$ cat src/rtl/perlin_noise_3d_core_defines.svh
// assertion macros for the gradient noise core
`ifndef PERLIN_NOISE_3D_CORE_DEFINES_SVH
`define PERLIN_NOISE_3D_CORE_DEFINES_SVH

// condition that holds at every clock edge out of reset
`define PN3_ASSERT_NOW(lbl, cond, msg) \
  lbl: assert property (@(posedge clk_i) disable iff (!rst_ni) (cond)) else $error(msg);

// antecedent at one edge implies consequent at the next
`define PN3_ASSERT_NEXT(lbl, ante, cons, msg) \
  lbl: assert property (@(posedge clk_i) disable iff (!rst_ni) (ante) |=> (cons)) \
    else $error(msg);

`endif

$ cat src/rtl/pn3_pkg.sv
// package: constants, permutation table and gradient select of the noise core
`timescale 1ns / 1ps
`default_nettype none
package pn3_pkg;

  localparam int FRAC_BITS  = 16;
  localparam int INT_BITS   = 16;
  localparam int COORD_BITS = INT_BITS + FRAC_BITS;
  localparam int COORD_W    = 32;
  localparam int NOISE_W    = 17;
  localparam int TILE_W     = 16;
  localparam int PADDR_W    = 3;
  localparam int PDATA_W    = 32;

  localparam int MOD_BPS    = 2;
  localparam int MOD_STAGES = INT_BITS / MOD_BPS;

  // stage map
  localparam int S_IDX   = MOD_STAGES + 1;
  localparam int S_H1    = S_IDX + 1;
  localparam int S_H2    = S_IDX + 2;
  localparam int S_H3    = S_IDX + 3;
  localparam int S_GRAD  = S_IDX + 4;
  localparam int S_WAIT  = S_IDX + 5;
  localparam int S_XMUL  = S_IDX + 6;
  localparam int S_XADD  = S_IDX + 7;
  localparam int S_YMUL  = S_IDX + 8;
  localparam int S_YADD  = S_IDX + 9;
  localparam int S_ZMUL  = S_IDX + 10;
  localparam int S_OUT   = S_IDX + 11;
  localparam int NSTG    = S_OUT + 1;
  localparam int FADE_STAGES = 6;

  localparam int WGT_W  = FRAC_BITS + 1;
  localparam int GRAD_W = FRAC_BITS + 3;
  localparam int LRP_W  = FRAC_BITS + 4;
  localparam int DIF_W  = LRP_W + 1;
  localparam int PRD_W  = DIF_W + WGT_W + 1;

  localparam logic [NOISE_W-1:0] NOISE_MAX = NOISE_W'(65536);

  localparam logic [PADDR_W-1:0] REG_TILE_PERIOD = '0;

  localparam logic [7:0] PERM [256] = '{
    8'd151,8'd160,8'd137,8'd91,8'd90,8'd15,8'd131,8'd13,8'd201,8'd95,8'd96,8'd53,8'd194,
    8'd233,8'd7,8'd225,8'd140,8'd36,8'd103,8'd30,8'd69,8'd142,8'd8,8'd99,8'd37,8'd240,
    8'd21,8'd10,8'd23,8'd190,8'd6,8'd148,8'd247,8'd120,8'd234,8'd75,8'd0,8'd26,8'd197,
    8'd62,8'd94,8'd252,8'd219,8'd203,8'd117,8'd35,8'd11,8'd32,8'd57,8'd177,8'd33,8'd88,
    8'd237,8'd149,8'd56,8'd87,8'd174,8'd20,8'd125,8'd136,8'd171,8'd168,8'd68,8'd175,
    8'd74,8'd165,8'd71,8'd134,8'd139,8'd48,8'd27,8'd166,8'd77,8'd146,8'd158,8'd231,8'd83,
    8'd111,8'd229,8'd122,8'd60,8'd211,8'd133,8'd230,8'd220,8'd105,8'd92,8'd41,8'd55,8'd46,
    8'd245,8'd40,8'd244,8'd102,8'd143,8'd54,8'd65,8'd25,8'd63,8'd161,8'd1,8'd216,8'd80,
    8'd73,8'd209,8'd76,8'd132,8'd187,8'd208,8'd89,8'd18,8'd169,8'd200,8'd196,8'd135,
    8'd130,8'd116,8'd188,8'd159,8'd86,8'd164,8'd100,8'd109,8'd198,8'd173,8'd186,8'd3,
    8'd64,8'd52,8'd217,8'd226,8'd250,8'd124,8'd123,8'd5,8'd202,8'd38,8'd147,8'd118,8'd126,
    8'd255,8'd82,8'd85,8'd212,8'd207,8'd206,8'd59,8'd227,8'd47,8'd16,8'd58,8'd17,8'd182,
    8'd189,8'd28,8'd42,8'd223,8'd183,8'd170,8'd213,8'd119,8'd248,8'd152,8'd2,8'd44,8'd154,
    8'd163,8'd70,8'd221,8'd153,8'd101,8'd155,8'd167,8'd43,8'd172,8'd9,8'd129,8'd22,8'd39,
    8'd253,8'd19,8'd98,8'd108,8'd110,8'd79,8'd113,8'd224,8'd232,8'd178,8'd185,8'd112,
    8'd104,8'd218,8'd246,8'd97,8'd228,8'd251,8'd34,8'd242,8'd193,8'd238,8'd210,8'd144,
    8'd12,8'd191,8'd179,8'd162,8'd241,8'd81,8'd51,8'd145,8'd235,8'd249,8'd14,8'd239,
    8'd107,8'd49,8'd192,8'd214,8'd31,8'd181,8'd199,8'd106,8'd157,8'd184,8'd84,8'd204,
    8'd176,8'd115,8'd121,8'd50,8'd45,8'd127,8'd4,8'd150,8'd254,8'd138,8'd236,8'd205,8'd93,
    8'd222,8'd114,8'd67,8'd29,8'd24,8'd72,8'd243,8'd141,8'd128,8'd195,8'd78,8'd66,8'd215,
    8'd61,8'd156,8'd180
  };

  function automatic logic signed [GRAD_W-1:0] grad_dot(
    input logic [3:0]               h,
    input logic signed [GRAD_W-1:0] x,
    input logic signed [GRAD_W-1:0] y,
    input logic signed [GRAD_W-1:0] z
  );
    logic signed [GRAD_W-1:0] g;
    case (h)
      4'd0:    g =  x + y;
      4'd1:    g = -x + y;
      4'd2:    g =  x - y;
      4'd3:    g = -x - y;
      4'd4:    g =  x + z;
      4'd5:    g = -x + z;
      4'd6:    g =  x - z;
      4'd7:    g = -x - z;
      4'd8:    g =  y + z;
      4'd9:    g = -y + z;
      4'd10:   g =  y - z;
      4'd11:   g = -y - z;
      4'd12:   g =  y + x;
      4'd13:   g = -y + z;
      4'd14:   g =  y - x;
      default: g = -y - z;
    endcase
    return g;
  endfunction

endpackage
`default_nettype wire

$ cat src/rtl/pn3_fade.sv
// six-stage fade curve 6t^5-15t^4+10t^3 for one axis
`timescale 1ns / 1ps
`default_nettype none
module pn3_fade import pn3_pkg::*; (
  input  wire logic                   clk_i,
  input  wire logic [FADE_STAGES-1:0] en_i,
  input  wire logic [FRAC_BITS-1:0]   frac_i,
  output      logic [WGT_W-1:0]       weight_o
);

  localparam int PW = 2 * FRAC_BITS;
  localparam int VW = 2 * FRAC_BITS + 6;
  localparam int QW = VW - FRAC_BITS;
  localparam int MW = WGT_W + FRAC_BITS;
  localparam int M2W = WGT_W + QW;
  localparam logic [VW-1:0] TEN_TT = VW'(10) << (2 * FRAC_BITS);
  localparam logic [VW-1:0] HALF_V = VW'(1) << (FRAC_BITS - 1);
  localparam logic [M2W-1:0] HALF_M2 = M2W'(1) << (FRAC_BITS - 1);
  localparam logic [MW-1:0] HALF_M = MW'(1) << (FRAC_BITS - 1);
  localparam logic [PW:0] HALF_P = (PW+1)'(1) << (FRAC_BITS - 1);

  logic [PW-1:0]        p_q;
  logic [FRAC_BITS-1:0] f1_q, f2_q;
  logic [WGT_W-1:0]     t2_q, t3_q;
  logic [QW-1:0]        q2_q, q3_q, q4_q;
  logic [MW-1:0]        m_q;
  logic [M2W-1:0]       m2_q;
  logic [WGT_W-1:0]     w_q;

  logic [VW-1:0] q_sum;
  logic [PW:0]   t2_sum;
  logic [MW-1:0] m_sum;
  logic [M2W-1:0] m2_sum;

  always_comb begin
    q_sum  = (VW'(p_q) << 2) + (VW'(p_q) << 1) + TEN_TT
           - (VW'(15) * VW'(f1_q) << FRAC_BITS) + HALF_V;
    t2_sum = (PW+1)'(p_q) + HALF_P;
    m_sum  = m_q + HALF_M;
    m2_sum = m2_q + HALF_M2;
  end

  always_ff @(posedge clk_i) begin
    if (en_i[0]) begin
      p_q  <= PW'(frac_i) * PW'(frac_i);
      f1_q <= frac_i;
    end
    if (en_i[1]) begin
      t2_q <= WGT_W'(t2_sum >> FRAC_BITS);
      q2_q <= QW'(q_sum >> FRAC_BITS);
      f2_q <= f1_q;
    end
    if (en_i[2]) begin
      m_q  <= MW'(t2_q) * MW'(f2_q);
      q3_q <= q2_q;
    end
    if (en_i[3]) begin
      t3_q <= WGT_W'(m_sum >> FRAC_BITS);
      q4_q <= q3_q;
    end
    if (en_i[4]) begin
      m2_q <= M2W'(t3_q) * M2W'(q4_q);
    end
    if (en_i[5]) begin
      w_q <= WGT_W'(m2_sum >> FRAC_BITS);
    end
  end

  assign weight_o = w_q;

endmodule
`default_nettype wire

$ cat config.mk
export PLATFORM = sky130hd
export DESIGN_NAME = pn3_fade
export DESIGN_NICKNAME = d
export VERILOG_FILES = /design/src/rtl/perlin_noise_3d_core_defines.svh /design/src/rtl/pn3_pkg.sv /design/src/rtl/pn3_fade.sv
export SDC_FILE = /design/constraint.sdc
export NUM_CORES = 2
export LEC_CHECK = 0
export ABC_AREA = 1
export BUFFER_PORTS_ARGS = -buffer_cell sky130_fd_sc_hd__buf_2
export CORE_UTILIZATION = 45
export DETAILED_ROUTE_END_ITERATION = 10
export GPL_TIMING_DRIVEN = 0
export PLACE_DENSITY = 0.71
export SETUP_SLACK_MARGIN = 0.3
export SKIP_CTS_REPAIR_TIMING = 1
export SLEW_MARGIN = 5
export SYNTH_ARGS = -nofsm -noshare
export SYNTH_HDL_FRONTEND = slang
export SYNTH_SLANG_ARGS = --single-unit
$ cat constraint.sdc
create_clock -name clk_i -period 15.8 [get_ports clk_i]
set_clock_uncertainty 0.15 [all_clocks]
set_input_delay 2.37 -clock clk_i [delete_from_list [all_inputs] [get_ports clk_i]]
set_output_delay 2.37 -clock clk_i [all_outputs]
set_load 0.005 [all_outputs]
==> report_table.html <==
<table>
<tr><th>Metric</th><th>Value</th></tr>
<tr><th colspan="2">Worst setup path</th></tr>
<tr><td>End of the worst register-to-register path</td><td>m_q[25]$_DFFE_PP_</td></tr>
<tr><td>Arrival @ worst endpoint</td><td>8.64 ns</td></tr>
<tr><td>Launching element type of the critical path</td><td>input pin</td></tr>
<tr><td>R2r startpoint</td><td>t2_q[11]$_DFFE_PP_</td></tr>
<tr><td>Maximum cell stage delay along the critical path</td><td>0.68 ns</td></tr>
<tr><td>CP max FO</td><td>10</td></tr>
<tr><td>Capturing element type of the critical path</td><td>flip-flop</td></tr>
<tr><td>Cells along the critical path</td><td>buf_2, clkbuf_1, clkbuf_1, nand2_1, fa_1, fa_1, inv_1, fa_1, inv_1, fa_1, inv_1, fa_1, fa_1, ha_1, a21oi_1, o21ai_0, inv_1, nor2_1, o21ai_0, nand3_1, nand2_1, nand2_1</td></tr>
<tr><td>Most frequent cell on the critical path</td><td>sky130_fd_sc_hd__fa_1</td></tr>
<tr><td>R2r worst-path depth</td><td>22</td></tr>
<tr><td>Critical-path cell with the highest stage delay</td><td>sky130_fd_sc_hd__clkbuf_1</td></tr>
<tr><td>Critical path class</td><td>in -&gt; reg</td></tr>
<tr><td>CP required</td><td>15.98 ns</td></tr>
<tr><td>Setup slack on the worst flop-to-flop path</td><td>8.86 ns</td></tr>
<tr><th colspan="2">Finish</th></tr>
<tr><td>Most frequent cells in the layout</td><td>1502 x sky130_fd_sc_hd__inv_1, 1370 x sky130_fd_sc_hd__nand2_1, 701 x sky130_fd_sc_hd__fa_1, 389 x sky130_fd_sc_hd__ha_1, 232 x sky130_fd_sc_hd__nor2_1</td></tr>
<tr><td>N_diodes</td><td>0</td></tr>
<tr><td>Net count of the finished layout</td><td>6426</td></tr>
<tr><td>Area growth, synth to finish</td><td>6.26%</td></tr>
<tr><td>Final cell utilization of the core</td><td>48.4%</td></tr>
<tr><td>Final non-filler cell area</td><td>44400 um2</td></tr>
<tr><td>Most common library cell in the layout ignoring fill and taps</td><td>sky130_fd_sc_hd__inv_1</td></tr>
<tr><td>Share of post-route cells with drive strength above 1</td><td>3.06%</td></tr>
<tr><th colspan="2">STA</th></tr>
<tr><td>Ratio of final minimum period to clock period</td><td>53.6%</td></tr>
<tr><td>Number of max-slew violations in the final report</td><td>0</td></tr>
<tr><td>RSZ-0062 raised after global routing</td><td>false</td></tr>
<tr><td>Final Hold Fails</td><td>0</td></tr>
<tr><td>Normalized max-slew margin</td><td>21.3%</td></tr>
<tr><td>Aggregate negative setup slack</td><td>0 ns</td></tr>
<tr><td>Tightest Pin Transition</td><td>1.18 ns</td></tr>
<tr><td>Final setup violation count</td><td>0</td></tr>
<tr><td>Final Critical Period</td><td>8.47 ns</td></tr>
<tr><td>Maximum achievable frequency</td><td>118 MHz</td></tr>
<tr><th colspan="2">Floorplan</th></tr>
<tr><td>Number of placement rows</td><td>111</td></tr>
<tr><td>Chip Width</td><td>307 um</td></tr>
<tr><td>I/O pin count</td><td>40</td></tr>
<tr><td>Effective utilization at floorplan</td><td>45.6%</td></tr>
<tr><td>Die Area</td><td>94200 um2</td></tr>
<tr><td>Core ar.</td><td>91800 um2</td></tr>
<tr><td>Vert. Die Dim</td><td>307 um</td></tr>
<tr><th colspan="2">Drt</th></tr>
<tr><td>Final WL</td><td>105000 um</td></tr>
<tr><td>Detailed-route wire length per cell</td><td>16.0 um</td></tr>
<tr><td>Initial DRT Pass Iterations</td><td>7</td></tr>
<tr><td>Number of vias in the routed layout</td><td>32600</td></tr>
<tr><td># DRC</td><td>0</td></tr>
<tr><td>Residual antenna-violating net count after detailed routing</td><td>0</td></tr>
<tr><td>Detailed router's first-iteration violation count</td><td>2385</td></tr>
<tr><td>Via density per instance</td><td>4.96</td></tr>
<tr><th colspan="2">Clocking</th></tr>
<tr><td>Number of clock buffers inserted by TritonCTS</td><td>25</td></tr>
<tr><td>Deepest clock path buffer count</td><td>3</td></tr>
<tr><td>Number of clock sinks</td><td>215</td></tr>
<tr><td>Cell at the root of the clock tree</td><td>sky130_fd_sc_hd__clkbuf_16</td></tr>
<tr><td>Clock slew at reported path FFs</td><td>0.07 ns</td></tr>
<tr><td>Clock latency of the later-clocked register in the worst-skew pair</td><td>0.57 ns</td></tr>
<tr><td>H-tree depth</td><td>1</td></tr>
<tr><td>TritonCTS clock tree</td><td>built</td></tr>
<tr><th colspan="2">GRT</th></tr>
<tr><td>Number of antenna violations at the first check in global routing</td><td>0</td></tr>
<tr><td>Largest net degree at the start of global routing</td><td>56</td></tr>
<tr><td>Global-route wire length before repair</td><td>173000 um</td></tr>
<tr><td>Total global routing track utilization</td><td>23.2%</td></tr>
<tr><td>Total grt overflow</td><td>0</td></tr>
<tr><td>Vias in the first global route</td><td>33800</td></tr>
<tr><th colspan="2">Yosys</th></tr>
<tr><td>Mapped Nets</td><td>6359</td></tr>
<tr><td>Post-synthesis instance area</td><td>41800 um2</td></tr>
<tr><td>Avg Cell Area, Syn</td><td>7.97 um2</td></tr>
<tr><td>Seq/Total Area, Yosys</td><td>15.4%</td></tr>
<tr><td>Number of distinct standard cells referenced by the synthesized netlist</td><td>44</td></tr>
<tr><td>Post-synthesis sequential element count</td><td>215</td></tr>
<tr><td>Total number of yosys warnings</td><td>0</td></tr>
<tr><td>Post-synthesis cell count</td><td>5246</td></tr>
<tr><th colspan="2">Worst hold path</th></tr>
<tr><td>Source of the worst hold timing path</td><td>q3_q[0]$_DFFE_PP_</td></tr>
<tr><td>Cell depth of the worst hold path</td><td>0</td></tr>
<tr><td>Endpoint with the worst hold slack</td><td>q4_q[0]$_DFFE_PP_</td></tr>
<tr><td>Kind of path behind the tightest hold check</td><td>reg -&gt; reg</td></tr>
<tr><th colspan="2">Run status</th></tr>
<tr><td>Result of the run</td><td>finished, final reports clean</td></tr>
<tr><th colspan="2">Placement</th></tr>
<tr><td>Area post-placement</td><td>43600 um2</td></tr>
<tr><td>Buffers added on ports</td><td>39</td></tr>
<tr><td>DP HPWL</td><td>89300 um</td></tr>
<tr><td>Last weighted congestion value of the routability-driven placer</td><td>0.981</td></tr>
<tr><th colspan="2">Run</th></tr>
<tr><td>MaxCap Viol Count</td><td>0</td></tr>
</table>
cell families after synthesis:
family | Yosys count | synth area share, %
xor+xnor | 106 | 2.22
fa+ha+maj | 1090 | 45.2
simple gates | 1886 | 18.5
flops | 215 | 15.4
buf+inv | 1685 | 15.1
compound gates | 264 | 3.52
registers in the layout, indices dropped and copies added, names as in the netlist:
name,count
weight_o,17
q4_q,22
q2_q,22
m_q,18
p_q,31
t2_q,17
f1_q,15
t3_q,17
f2_q,16
q3_q,22
m2_q,18
worst max path at each step:
stage	to	startpoint
finish	p_q[26]$_DFFE_PP_	frac_i[8]
global route	p_q[26]$_DFFE_PP_	frac_i[8]
CTS	p_q[26]$_DFFE_PP_	frac_i[8]
detailed placement	p_q[26]$_DFFE_PP_	frac_i[8]
global placement	p_q[26]$_DFFE_PP_	frac_i[8]
floorplan	p_q[20]$_DFFE_PP_	frac_i[3]
worst max-delay path: cells and delay by family:
kind / cells / cell delay, ns
and+or+nand+nor: 5 / 0.54
adders and majority gates: 7 / 3.45
AOI/OAI and AO/OA: 3 / 0.64
buffers and inverters: 7 / 1.64
stage by stage:
| step | std cells | hold slack, ns | setup WS [ns] |
|---|---|---|---|
| 2_1_floorplan | 5246 | 0.250 | 8.22 |
| 3_3_place_gp | 6528 | 0.251 | 6.86 |
| 3_5_place_dp | 6528 | 0.255 | 6.83 |
| 4_1_cts | 6574 | 0.268 | 7.43 |
| 5_1_grt | 6575 | 0.270 | 7.05 |
| 6_report | 6575 | 0.266 | 7.33 |
synth_stat cells (all sizes together):
| cell | instances | area, um2 |
|---|---|---|
| o21bai | 27 | 203 |
| o211ai | 1 | 12.5 |
| o31ai | 1 | 7.51 |
| edfxtp | 215 | 6460 |
| nor2 | 249 | 997 |
| buf | 8 | 40.0 |
| nand2 | 1382 | 5220 |
| or2 | 6 | 37.5 |
| nor4 | 9 | 68.8 |
| nand4 | 41 | 263 |
| nand3 | 151 | 816 |
| a21o | 12 | 90.1 |
| clkbuf | 160 | 601 |
| inv | 1517 | 5690 |
| fa | 701 | 14000 |
| o21a | 3 | 22.5 |
| nor3 | 36 | 241 |
| a21oi | 141 | 709 |
| nand3b | 8 | 60.1 |
| o211a | 1 | 10.0 |
| xnor2 | 34 | 298 |
| a31oi | 3 | 18.8 |
| xor2 | 72 | 631 |
| nand2b | 3 | 18.8 |
| a21boi | 6 | 45.1 |
| o21ai | 69 | 353 |
| and3 | 1 | 6.26 |
| ha | 389 | 4870 |
final cells by class:
class | count | area, um2
Tap cell | 1243 | 1560
Timing Repair Buffer | 40 | 215
Inverter | 1517 | 5690
Sequential cell | 215 | 6460
Fill cell | 8810 | 47400
Clock inverter | 16 | 201
Multi-Input combinational cell | 3346 | 29000
Clock buffer | 30 | 644
Buffer | 168 | 641
per-layer routing:
metal / track usage (%) / routed length, um / vias up
met2: 41.2 / 51500 / 1113
met5: 0 / 0 / -
met1: 29.1 / 43000 / 15800
met3: 2.85 / 6640 / 239
met4: 7.59 / 4050 / 0
li1: - / - / 15400
Power is left out: the tool's default activity adds up to more than one toggle a clock period on the data nets, which glitch-free logic cannot reach.
